## src/rtl/gst_pkg.sv

```systemverilog
package gst_pkg;

    localparam int GstWires = 64;
    localparam int CntW     = 32;
    localparam int DepthW   = 16;
    localparam int KindW    = 4;
    localparam int MaskW    = 64;
    localparam int WcntW    = 7;

    typedef enum logic [KindW-1:0] {
        GK_T     = 4'd0,
        GK_TS    = 4'd1,
        GK_P     = 4'd2,
        GK_PS    = 4'd3,
        GK_Z     = 4'd4,
        GK_TOF   = 4'd5,
        GK_X     = 4'd6,
        GK_H     = 4'd7,
        GK_OTHER = 4'd8
    } gate_kind_t;

    typedef enum logic [1:0] {
        DS_IDLE,
        DS_SCAN,
        DS_CALC,
        DS_WRITE
    } dstate_t;

    typedef enum logic [1:0] {
        TS_IDLE,
        TS_RUN,
        TS_POST
    } tstate_t;

    typedef struct packed {
        logic             start;
        logic             is_t;
        logic             is_z;
        logic [MaskW-1:0] mask;
    } gst_req_t;

    typedef struct packed {
        logic              done;
        logic [WcntW-1:0]  n_wires;
        logic [WcntW-1:0]  wires_used;
        logic [DepthW-1:0] depth_max;
    } gst_rsp_t;

    function automatic logic [CntW-1:0] sat_add(input logic [CntW-1:0] a,
                                                 input logic [2:0] b);
        logic [CntW:0] s;
        s = {1'b0, a} + (CntW + 1)'(b);
        return s[CntW] ? {CntW{1'b1}} : s[CntW-1:0];
    endfunction

endpackage

```

## src/rtl/gst_depth.sv

```systemverilog
module gst_depth
    import gst_pkg::*;
#(
    parameter int WIRES = GstWires
)
(
    input  logic     clk,
    input  logic     rst_n,
    input  gst_req_t req,
    output gst_rsp_t rsp
);

    localparam int IW = (WIRES > 1) ? $clog2(WIRES) : 1;
    localparam int CW = $clog2(WIRES + 1);
    localparam logic [IW-1:0] LastIdx = IW'(WIRES - 1);

    dstate_t           state_reg, state_next;
    logic [IW-1:0]     idx_reg;
    logic [WIRES-1:0]  mask_reg;
    logic              is_t_reg;
    logic              is_z_reg;
    logic [CW-1:0]     n_reg;
    logic [WIRES-1:0]  used_reg;
    logic [CW-1:0]     used_cnt_reg;
    logic [WIRES-1:0]  ent_vld_reg;
    logic [DepthW-1:0] max_reg;
    logic [DepthW-1:0] depth_reg;
    logic [DepthW-1:0] best_reg;
    logic [DepthW-1:0] rd_data_reg;
    logic              rd_hit_reg;
    logic              done_reg;
    logic [DepthW-1:0] mem [WIRES];

    logic              last;
    logic [DepthW-1:0] cand;
    logic [DepthW-1:0] max_fin;
    logic [DepthW:0]   sum;
    logic [DepthW:0]   weight;
    logic [DepthW-1:0] d_sat;

    always_ff @(posedge clk or negedge rst_n)
    begin
        if (!rst_n)
        begin
            state_reg <= DS_IDLE;
        end
        else
        begin
            state_reg <= state_next;
        end
    end

    always_comb
    begin
        last       = (idx_reg == LastIdx);
        state_next = state_reg;
        unique case (state_reg)
            DS_IDLE:  if (req.start) state_next = DS_SCAN;
            DS_SCAN:  if (last) state_next = DS_CALC;
            DS_CALC:  state_next = DS_WRITE;
            DS_WRITE: if (last) state_next = DS_IDLE;
        endcase
    end

    // running max over the touched wires, one read result per cycle
    always_comb
    begin
        cand    = rd_hit_reg ? rd_data_reg : '0;
        max_fin = (cand > max_reg) ? cand : max_reg;
        if (is_t_reg)
            weight = (DepthW + 1)'(1);
        else if (is_z_reg && (32'(n_reg) >= 32'd3))
            weight = (DepthW + 1)'(3);
        else
            weight = '0;
        sum   = {1'b0, max_fin} + weight;
        d_sat = sum[DepthW] ? {DepthW{1'b1}} : sum[DepthW-1:0];
    end

    // depth store: reads one entry every cycle, writes it in the write pass if touched
    always_ff @(posedge clk)
    begin
        if (state_reg == DS_WRITE && mask_reg[idx_reg])
            mem[idx_reg] <= depth_reg;
        rd_data_reg <= mem[idx_reg];
    end

    always_ff @(posedge clk)
    begin
        if (state_reg == DS_IDLE && req.start)
        begin
            mask_reg <= req.mask[WIRES-1:0];
            is_t_reg <= req.is_t;
            is_z_reg <= req.is_z;
        end
        if (state_reg == DS_CALC)
            depth_reg <= d_sat;
    end

    always_ff @(posedge clk or negedge rst_n)
    begin
        if (!rst_n)
        begin
            idx_reg      <= '0;
            n_reg        <= '0;
            used_reg     <= '0;
            used_cnt_reg <= '0;
            ent_vld_reg  <= '0;
            max_reg      <= '0;
            best_reg     <= '0;
            rd_hit_reg   <= 1'b0;
            done_reg     <= 1'b0;
        end
        else
        begin
            done_reg   <= (state_reg == DS_WRITE) && last;
            rd_hit_reg <= (state_reg == DS_SCAN) && mask_reg[idx_reg] && ent_vld_reg[idx_reg];
            unique case (state_reg)
                DS_IDLE:
                begin
                    if (req.start)
                    begin
                        idx_reg <= '0;
                        n_reg   <= '0;
                        max_reg <= '0;
                    end
                end
                DS_SCAN:
                begin
                    max_reg <= max_fin;
                    n_reg   <= n_reg + CW'(mask_reg[idx_reg]);
                    if (mask_reg[idx_reg] && !used_reg[idx_reg])
                    begin
                        used_reg[idx_reg] <= 1'b1;
                        used_cnt_reg      <= used_cnt_reg + CW'(1);
                    end
                    idx_reg <= last ? '0 : idx_reg + IW'(1);
                end
                DS_CALC:
                begin
                    idx_reg <= '0;
                end
                DS_WRITE:
                begin
                    if (mask_reg[idx_reg])
                    begin
                        ent_vld_reg[idx_reg] <= 1'b1;
                        if (depth_reg > best_reg)
                            best_reg <= depth_reg;
                    end
                    idx_reg <= last ? '0 : idx_reg + IW'(1);
                end
            endcase
        end
    end

    assign rsp.done       = done_reg;
    assign rsp.n_wires    = WcntW'(n_reg);
    assign rsp.wires_used = WcntW'(used_cnt_reg);
    assign rsp.depth_max  = best_reg;

endmodule

```

## src/rtl/gate_stream_tdepth_stats.sv

```systemverilog
// Gate statistics over a stream of quantum gates.
// Input channel s_*: one beat per gate, tdata holds the gate kind and the mask of
// touched wires. Mask bits at or above WIRES are ignored.
// Output channel m_*: one beat per input beat, carrying every running total:
// saturating counts of H, cnot, X, T, P and Z gates, the layer T-depth, the
// number of distinct wires used so far and the critical-path T-depth.
// A result appears once the depth unit has finished the gate and the output slot is
// free; s_tready returns at that same edge, so the next beat can be taken in the
// cycle after, and no new gate is taken before the last result has loaded. The pace
// is set by the per-wire depth store: one scan pass reads each wire's depth through
// its single port to find the maximum, then one write pass stores the new depth to
// every touched wire.
// Reset clears all counters, the open-layer flag, the used-wire set and all wire
// depths (per-entry valid bits, so no clearing pass is needed).
// While the receiver stalls, the finished beat holds on m_*; the next gate is
// still taken and worked on, and its result waits until the held beat is taken.
module gate_stream_tdepth_stats
    import gst_pkg::*;
#(
    parameter int WIRES = GstWires
)
(
    input  logic         clk,
    input  logic         rst_n,
    input  logic         s_tvalid,
    output logic         s_tready,
    // [3:0] gate_kind, [67:4] wire_mask, [71:68] zero
    input  logic [71:0]  s_tdata,
    output logic         m_tvalid,
    input  logic         m_tready,
    // [31:0] count_h, [63:32] count_cnot, [95:64] count_x, [127:96] count_t,
    // [159:128] count_p, [191:160] count_z, [223:192] depth_by_layers,
    // [230:224] wires_used, [246:231] depth_critical, [247] zero
    output logic [247:0] m_tdata
);

    tstate_t           state_reg, state_next;
    logic [KindW-1:0]  kind_reg;
    logic              out_valid_reg;
    logic [CntW-1:0]   h_reg, cnot_reg, x_reg, t_reg, p_reg, z_reg, layer_reg;
    logic              in_layer_reg;
    logic [WcntW-1:0]  wires_used_reg;
    logic [DepthW-1:0] depth_crit_reg;

    gst_req_t          req;
    gst_rsp_t          rsp;

    logic [KindW-1:0]  in_kind;
    logic              accept;
    logic              slot_free;
    logic              load;

    logic              is_t, is_p, is_z, is_tof, is_x, is_h, z3;
    logic [2:0]        inc_h, inc_cnot, inc_x, inc_t, inc_p, inc_z, inc_layer;
    logic              in_layer_next;

    assign in_kind   = s_tdata[3:0];
    assign s_tready  = (state_reg == TS_IDLE);
    assign accept    = s_tvalid && s_tready;
    assign slot_free = !out_valid_reg || m_tready;

    // hand the gate to the depth unit at the accepting edge
    assign req.start = accept;
    assign req.is_t  = (in_kind == GK_T) || (in_kind == GK_TS);
    assign req.is_z  = (in_kind == GK_Z);
    assign req.mask  = s_tdata[67:4];

    gst_depth #(
        .WIRES (WIRES)
    ) u_depth (
        .clk   (clk),
        .rst_n (rst_n),
        .req   (req),
        .rsp   (rsp)
    );

    always_ff @(posedge clk or negedge rst_n)
    begin
        if (!rst_n)
        begin
            state_reg <= TS_IDLE;
        end
        else
        begin
            state_reg <= state_next;
        end
    end

    always_comb
    begin
        state_next = state_reg;
        load       = 1'b0;
        unique case (state_reg)
            TS_IDLE: if (accept) state_next = TS_RUN;
            TS_RUN:  if (rsp.done) state_next = TS_POST;
            TS_POST:
            begin
                // wait for the output slot, then publish the new totals
                if (slot_free)
                begin
                    load       = 1'b1;
                    state_next = TS_IDLE;
                end
            end
            default: state_next = TS_IDLE;
        endcase
    end

    // decode the gate kind against the wire count from the scan
    always_comb
    begin
        is_t   = (kind_reg == GK_T) || (kind_reg == GK_TS);
        is_p   = (kind_reg == GK_P) || (kind_reg == GK_PS);
        is_z   = (kind_reg == GK_Z);
        is_tof = (kind_reg == GK_TOF);
        is_x   = (kind_reg == GK_X);
        is_h   = (kind_reg == GK_H);
        z3     = is_z && (rsp.n_wires == WcntW'(3));

        inc_t     = is_t ? 3'd1 : (z3 ? 3'd7 : 3'd0);
        inc_cnot  = z3 ? 3'd7 : ((is_tof && rsp.n_wires == WcntW'(2)) ? 3'd1 : 3'd0);
        inc_x     = ((is_tof && rsp.n_wires != WcntW'(2)) || is_x) ? 3'd1 : 3'd0;
        inc_h     = is_h ? 3'd1 : 3'd0;
        inc_p     = is_p ? 3'd1 : 3'd0;
        inc_z     = (is_z && !z3) ? 3'd1 : 3'd0;
        inc_layer = (is_t && !in_layer_reg) ? 3'd1 : (z3 ? 3'd3 : 3'd0);

        // T opens a layer, P and Z leave it as is, anything else closes it
        if (is_t)
            in_layer_next = 1'b1;
        else if (is_p || is_z)
            in_layer_next = in_layer_reg;
        else
            in_layer_next = 1'b0;
    end

    always_ff @(posedge clk)
    begin
        if (accept)
            kind_reg <= in_kind;
    end

    always_ff @(posedge clk or negedge rst_n)
    begin
        if (!rst_n)
        begin
            out_valid_reg  <= 1'b0;
            h_reg          <= '0;
            cnot_reg       <= '0;
            x_reg          <= '0;
            t_reg          <= '0;
            p_reg          <= '0;
            z_reg          <= '0;
            layer_reg      <= '0;
            in_layer_reg   <= 1'b0;
            wires_used_reg <= '0;
            depth_crit_reg <= '0;
        end
        else
        begin
            if (load)
            begin
                out_valid_reg  <= 1'b1;
                h_reg          <= sat_add(h_reg, inc_h);
                cnot_reg       <= sat_add(cnot_reg, inc_cnot);
                x_reg          <= sat_add(x_reg, inc_x);
                t_reg          <= sat_add(t_reg, inc_t);
                p_reg          <= sat_add(p_reg, inc_p);
                z_reg          <= sat_add(z_reg, inc_z);
                layer_reg      <= sat_add(layer_reg, inc_layer);
                in_layer_reg   <= in_layer_next;
                wires_used_reg <= rsp.wires_used;
                depth_crit_reg <= rsp.depth_max;
            end
            else if (m_tready)
            begin
                // drop the beat once taken
                out_valid_reg <= 1'b0;
            end
        end
    end

    // totals change only when a new beat loads, so they hold while stalled
    assign m_tvalid = out_valid_reg;
    assign m_tdata  = {1'b0, depth_crit_reg, wires_used_reg, layer_reg, z_reg, p_reg,
                       t_reg, x_reg, cnot_reg, h_reg};

`ifndef ASSERT_OFF
    a_accept_starts_run: assert property (@(posedge clk) disable iff (!rst_n)
        (s_tvalid && s_tready) |=> (state_reg == TS_RUN))
        else $error("accepted gate did not start the depth unit");

    a_done_only_in_run: assert property (@(posedge clk) disable iff (!rst_n)
        rsp.done |-> (state_reg == TS_RUN))
        else $error("depth unit finished while no gate was in flight");

    a_crit_monotonic: assert property (@(posedge clk) disable iff (!rst_n)
        depth_crit_reg >= $past(depth_crit_reg))
        else $error("critical-path depth decreased");

    a_load_needs_slot: assert property (@(posedge clk) disable iff (!rst_n)
        load |-> (!out_valid_reg || m_tready))
        else $error("result loaded over an untaken beat");
`endif

endmodule

```

## config.mk

```make
export PLATFORM = sky130hd
export DESIGN_NAME = gate_stream_tdepth_stats
export DESIGN_NICKNAME = d
export VERILOG_FILES = /design/src/rtl/gst_pkg.sv /design/src/rtl/gst_depth.sv /design/src/rtl/gate_stream_tdepth_stats.sv
export SDC_FILE = /design/constraint.sdc
export NUM_CORES = 2
export LEC_CHECK = 0
export BUFFER_PORTS_ARGS = -buffer_cell sky130_fd_sc_hd__buf_2
export CORE_ASPECT_RATIO = 0.5
export CORE_MARGIN = 2
export CORE_UTILIZATION = 35
export DETAILED_ROUTE_END_ITERATION = 7
export SLEW_MARGIN = 20
export SYNTH_ARGS = -nofsm -noshare
export SYNTH_HDL_FRONTEND = slang
export SYNTH_SLANG_ARGS = --single-unit
```

## constraint.sdc

```tcl
create_clock -name clk -period 6.25 [get_ports clk]
set_input_delay 0.625 -clock clk [delete_from_list [all_inputs] [get_ports clk]]
set_output_delay 0.625 -clock clk [all_outputs]
set_load 0.02 [all_outputs]
```

* Yosys cells after proc, flatten, opt, wreduce, memory -nomap -nowiden *
Memory sizes are Yosys's and may differ from the RTL's. A register that Yosys moved wholly into a read port is not among the register bits.
Index checks and enable logic that the tools add are counted.

storage, ports and cells
  register bits after elaboration = 521
  memory bits (writable) = 1024
  input port bits = 76
  output and inout port bits = 250
  logic and storage cells = 160
  memories kept = 1

cells by class
  $add $sub $neg = 11
  order comparisons = 5
  eq/ne operators = 25
  mux-type cells = 51
  bitwise operators = 2
  reduce and logical (&&, ||, !) cells = 38

memory list
  name         words  width  read ports  clocked after memory_dff  write ports  RTL line         source
  u_depth.mem  64     16     1           1                         1            gst_depth.sv:32  logic [DepthW-1:0] mem [WIRES];

operators with widths
  operator                                                                count
  32-bit 2-to-1 mux                                                       7
  32-bit by 1-bit adder with 33-bit output                                4
  64-bit OR                                                               2
  32-bit by 3-bit adder with 33-bit output                                2
  16-bit 2-to-1 mux                                                       3
  32-bit by 2-bit adder with 33-bit output                                1
  16-bit > comparator                                                     2
  16-bit case mux with 2 select lines                                     1
  4-bit by 3-bit equality test with 1-bit output (second input constant)  5
  1-bit binary-select mux with 6-bit select                               3
  6-bit case mux with 3 select lines                                      1
  16-bit by 17-bit adder with 17-bit output                               1
  1-bit 2-to-1 mux                                                        17
  17-bit 2-to-1 mux                                                       1
  2-bit 2-to-1 mux                                                        8
  7-bit by 2-bit equality test with 1-bit output (second input constant)  2
  1-bit logical AND                                                       14
  7-bit case mux with 2 select lines                                      1
  6-bit 2-to-1 mux                                                        2
  3-bit 2-to-1 mux                                                        3
  3-bit AND reduction                                                     3
  4-bit by 1-bit equality test with 1-bit output (second input constant)  2
  4-bit by 2-bit equality test with 1-bit output (second input constant)  2
  4-bit zero test                                                         2
  22 further kinds                                                        43

* Longest topological paths before layout *
  word-level depth = 7
  gate-level depth with buffers = 21
  gate-level depth less buffers = 17

* Hierarchy *
Synthesis repeated with hierarchy kept, for this count alone.

second synthesis, totals
  cells, all modules = 4417
  area, all modules = 62736.4 um^2

by module, submodules not included
  module                    times used  cells an instance  area an instance (um^2)  seq. area each (um^2)
  gst_depth                 1           3005               49542.5                  38136.6
  gate_stream_tdepth_stats  1           1412               13193.9                  6401.1

* Worst setup path before layout *
Ideal clock, no wire load.

  path kind = register -> register
  start point = register u_depth.rd_hit_reg
  end point = register u_depth.depth_reg[14], data pin
  setup time = 0.262 ns
  arrival time = 4.302 ns
  required time = 5.988 ns
  slack = 1.686 ns
  stages on the path, launching flop included = 20
  buffers on the path = 4
  period minus slack after synthesis = 4.564 ns
  cell sequence = dfrtp_1 > clkbuf_1 > clkbuf_1 > and2_1 > ha_1 > nand4_1 > or2_0 > or4_1 > a21boi_1 > buf_2 > buf_2 > mux2i_1 > ha_1 > inv_1 > fa_1 > nor2_1 > nand2_1 > mux2i_1 > o21ai_1 > mux2_1

on the way
  longest elaborated chain between the ends = 4

RTL lines
  what                                         RTL line          source
  start, declared                              gst_depth.sv:30   logic rd_hit_reg;
  start signal, assigned                       gst_depth.sv:117  rd_hit_reg <= (state_reg == DS_SCAN) && mask_reg[idx_reg] && ent_vld_reg[idx_reg];
  16-bit 2-to-1 mux *                          gst_depth.sv:68   cand = rd_hit_reg ? rd_data_reg : '0;
  16-bit > comparator                          gst_depth.sv:69   max_fin = (cand > max_reg) ? cand : max_reg;
  16-bit 2-to-1 mux *                          gst_depth.sv:69
  16-bit by 17-bit adder with 17-bit output *  gst_depth.sv:76   sum = {1'b0, max_fin} + weight;
  end signal, assigned                         gst_depth.sv:97   depth_reg <= d_sat;
  end, declared                                gst_depth.sv:27   logic [DepthW-1:0] depth_reg;

Every way passes the cells marked *; elsewhere a longest branch is shown, timed or not.
A chain may end at the register's enable or synchronous reset.

* Worst setup path after layout *
  start point = register u_depth.n_reg[2]
  end point = register layer_reg[3]

on the way
  longest elaborated chain between the ends = 6

RTL lines
  what                                            RTL line                         source
  start, declared                                 gst_depth.sv:22                  logic [CW-1:0] n_reg;
  start signal, assigned                          gst_depth.sv:131                 n_reg <= n_reg + CW'(mask_reg[idx_reg]);
  7-bit by 2-bit equality test with 1-bit output  gate_stream_tdepth_stats.sv:118  z3 = is_z && (rsp.n_wires == WcntW'(3));
  1-bit logical AND                               gate_stream_tdepth_stats.sv:118
  2-bit 2-to-1 mux (2 in series)                  gate_stream_tdepth_stats.sv:126  inc_layer = (is_t && !in_layer_reg) ? 3'd1 : (z3 ? 3'd3 : 3'd0);
  32-bit by 2-bit adder with 33-bit output        gst_pkg.sv:52                    s = {1'b0, a} + (CntW + 1)'(b);
  32-bit 2-to-1 mux                               gst_pkg.sv:53                    return s[CntW] ? {CntW{1'b1}} : s[CntW-1:0];
  end signal, assigned                            gate_stream_tdepth_stats.sv:170  layer_reg <= sat_add(layer_reg, inc_layer);
  end, declared                                   gate_stream_tdepth_stats.sv:40   logic [CntW-1:0] h_reg, cnot_reg, x_reg, t_reg, p_reg, z_reg, layer_reg;

Every way passes these cells.

==> metrics.md <==
| Metric | Value |
|---|---|
| LEAKAGE | 0.0271 uW |
| Multi-input gate area | 16200 um2 |
| Post-synthesis sequential area ratio | 71.8% |
| Cell Area, Synth | 62100 um2 |
| IO Port Bufs | between 300 and 400 |
| Achievable Freq | between 150 and 200 MHz |
| Synth warnings | 0 |
| Period utilisation layout | 84.3% |
| Grt ovf | 0 |
| Ports | 326 |
| Top-area cell type share of the netlist area | 53.7% |
| Routed WL | 177000 um |
| Slew headroom | 24.9% |
| Placeable Area | 176000 um2 |
| Leading cell types by count after synthesis | edfxtp_1 (1110), dfrtp_1 (435), a22oi_1 (395), nand2_1 (392), nor2_1 (165) |
| Worst Setup Start Kind | flop |
| Bufs and invs on worst path | 1 |
| P_int | 18800 uW |
| First-pass GRT wire length | 261000 um |
| ANT nets after route | 0 |
| PwrDens | 369 nW/um2 |
| Synth area leader | edfxtp_1 |
| Netlist cell types | 86 |
| CTS root buf | clkbuf_16 |
| Starting Density | 35.2% |
| Final Setup Violations | 0 |
| CP Max Fanout | 25 |
| Top-count cell post-synth | edfxtp_1 |
| Worst setup path startpoint | u_depth.n_reg[2] |
| Fillers | 15954 |
| Vias in the first global route | 39610 |
| FF-to-FF End | layer_reg[3] |
| Worst slew pin tran | 1120 ps |
| DIE AREA | about 180000 um2 |
| Async SR Flop Fraction | 27.9% |
| Crit-path max cell delay | 670 ps |
| Worst flop-to-flop path startpoint | u_depth.n_reg[2] |
| Site Rows | about 110 |
| Total GRT Usage | 19.2% |
| RD Place Congestion | 0.857 |
| Die height | 302 um |
| Final HPWL DP | 106000 um |
| Area contributors post-synth | edfxtp_1 (54%), dfrtp_1 (18%), a22oi_1 (4.8%), nand2_1 (2.4%), xor2_1 (1.3%) |
| Total iterations of the first detailed-routing run | 6 |
| R2R depth | 14 |
| Total Power | 26700 uW |
| Number of buffers created by CTS | 148 |
| Hold Path Class | in -> reg |
| Layout cells sized above 1 | 16.5% |
| Critical path's top delay family | simple AND/OR/NAND/NOR gates |
| Initial antenna violation count | 4 |
| Seq pwr share | 46.8% |
| Avg Cell Area, Syn | roughly 14 um2 |
| Total negative slack | 0 ps |
| Post-synth top flop | edfxtp_1 |
| Syn Inst Count | 4289 |
| Clock tree buffer depth | 3 |
| Post-CTS sizing | 0 |
| Via density | 5.50 |
| # nets final | 4881 |
| Crit end category | flop |
| Clock Skews | 22.1 ps |
| Drt first-iter violations | around 4100 |
| Min-Delay Path Depth | 1 |
| Fin. max-slew vios | 0 |
| Depth of the CTS H-tree | 4 |
| Syn nets | 4428 |
| Post-CTS setup buffers | 0 |
| Top reg by flops | u_depth.mem |
| CTS tree | done |
| Largest net degree at the start of global routing | 178 |
| RSZ-0062 raised after global routing | false |
| Register area | between 40000 and 50000 um2 |
| NetSw | 7910 uW |
| Vias | 39915 |
| Area grow syn2layout | 16.7% |
| Max reg flops | 1024 |
| # clock sinks | 1561 |
| Register bit total from synthesis | roughly 1600 |
| Worst path required time | 6940 ps |
| Clock group share of total power | around a third |
| Worst hold margin | between 30 and 40 ps |
| Combinational power share | between 20% and 30% |
| Max cap viols | 0 |
| Switch share | 29.6% |
| Status | finished clean |
| Critical Path AT | 5960 ps |
| Hold Startpoint | s_tdata[52] |
| Cell Chain, Critical Path | or4_1, nor2_1, nand2_1, or4_1, o21ai_0, ha_1, inv_1, fa_1, nand3b_1, or3_1, nor4_1, and4_1, nand2_1, o21ai_0 |
| Hold EP | u_depth.mask_reg[48] |
| Peak supply drop | between 700 and 800 uV |
| DRC errors left | 0 |
| Die X | 599 um |
| Drt wl/cell | 24.4 um |
| Post-layout min period | 5270 ps |
| Hold-fix buffers, CTS | 62 |
| Slowest stage cell, crit path | or4_1 |
| Setup Crit Path Kind | reg -> reg |
| Post-synth EDFFs | 1110 |
| Clock-pin slew on the worst setup and hold paths | 60 ps |
| Worst-Skew Late Latency | 800 ps |
| Final hold viol count | 0 |
| R2R Setup Slk | 980 ps |
logic make-up after synthesis:
family,synth area share [%]
AND/OR/NAND/NOR,8.16
AO/OA/AOI/OAI,12.7
adder cells (fa/ha/maj),1.32
XOR/XNOR,2.50
flip-flops,71.8
buffers and inverters,2.26
other,0.00604
multiplexers,1.33
power by group through the flow:
stage / registers [uW] / logic [uW] / clock network [uW]
after floorplan: 13000 / 2980 / 0
after global placement: 12700 / 5170 / 0
final: 12500 / 5360 / 8860
after global routing: 12500 / 5750 / 9440
after CTS: 12500 / 5320 / 9010
after detailed placement: 12700 / 5280 / 0
worst max path at each step:
stage | endpoint | slack [ps] | cells past startpoint
after floorplan | u_depth.depth_reg[14] | 1690 | 19
after global placement | t_reg[24] | 1020 | 15
after detailed placement | layer_reg[3] | 950 | 14
after CTS | layer_reg[3] | 920 | 14
after global routing | layer_reg[3] | 500 | 14
final | layer_reg[3] | 980 | 14
stage by stage:
step	utilization, %	cell area (um2)	std cells	worst slack [ps]
after CTS	41.0	72400	7248	922
after global placement	38.0	67000	6916	1020
after detailed placement	38.0	67000	6916	950
after floorplan	-	62100	4289	1690
final	41.1	72400	7251	982
after global routing	41.1	72400	7251	497
worst register-to-register path: cells and delay by family (launching register included):
family / cells / cell delay (ps)
buffers and inverters: 1 / 50
AOI/OAI and AO/OA: 2 / 390
adders and majority gates: 2 / 660
and+or+nand+nor: 9 / 3650
DFF: 1 / 440
cells in the final DEF, fill, tap and decap left out, drive strengths merged, types with 9 or more instances in the layout:
cell and instances:
nor4 39, and2 21, o21ai 85, mux2 35
dfxtp 16, dfrtp 435, nand3 119, clkinv 59
o22a 10, nand2 392, o21bai 65, clkbuf 190
o21a 9, inv 99, bufinv 9, and4 22
a22o 78, o22ai 36, a31oi 85, xnor2 82
a41oi 52, nor2 165, nor3 37, dlygate4sd3 62
a31o 66, a221oi 74, buf 486, xor2 95
or3 19, a22oi 395, nand2b 16, mux2i 25
and3 43, a21oi 61, ha 59, edfxtp 1110
nand4 86, nor2b 17
layout make-up:
cell class / instances / area share, %
sequential: 1561 / 61.5
clock inverter: 80 / 0.989
timing repair buffer: 548 / 4.94
antenna: 3 / 0.0104
tap: 2386 / 4.12
multi-input combinational: 2390 / 22.4
inverter: 93 / 0.482
clock buffer: 190 / 5.56
layer usage:
| metal | GRT usage (%) | share of wire [%] |
|---|---|---|
| met5 | 0 | 0 |
| met4 | 6.00 | 2.8 |
| met3 | 3.58 | 7.4 |
| met2 | 32.2 | 48 |
| met1 | 25.4 | 41 |
Note: power is estimated with default switching activity, not from simulation.
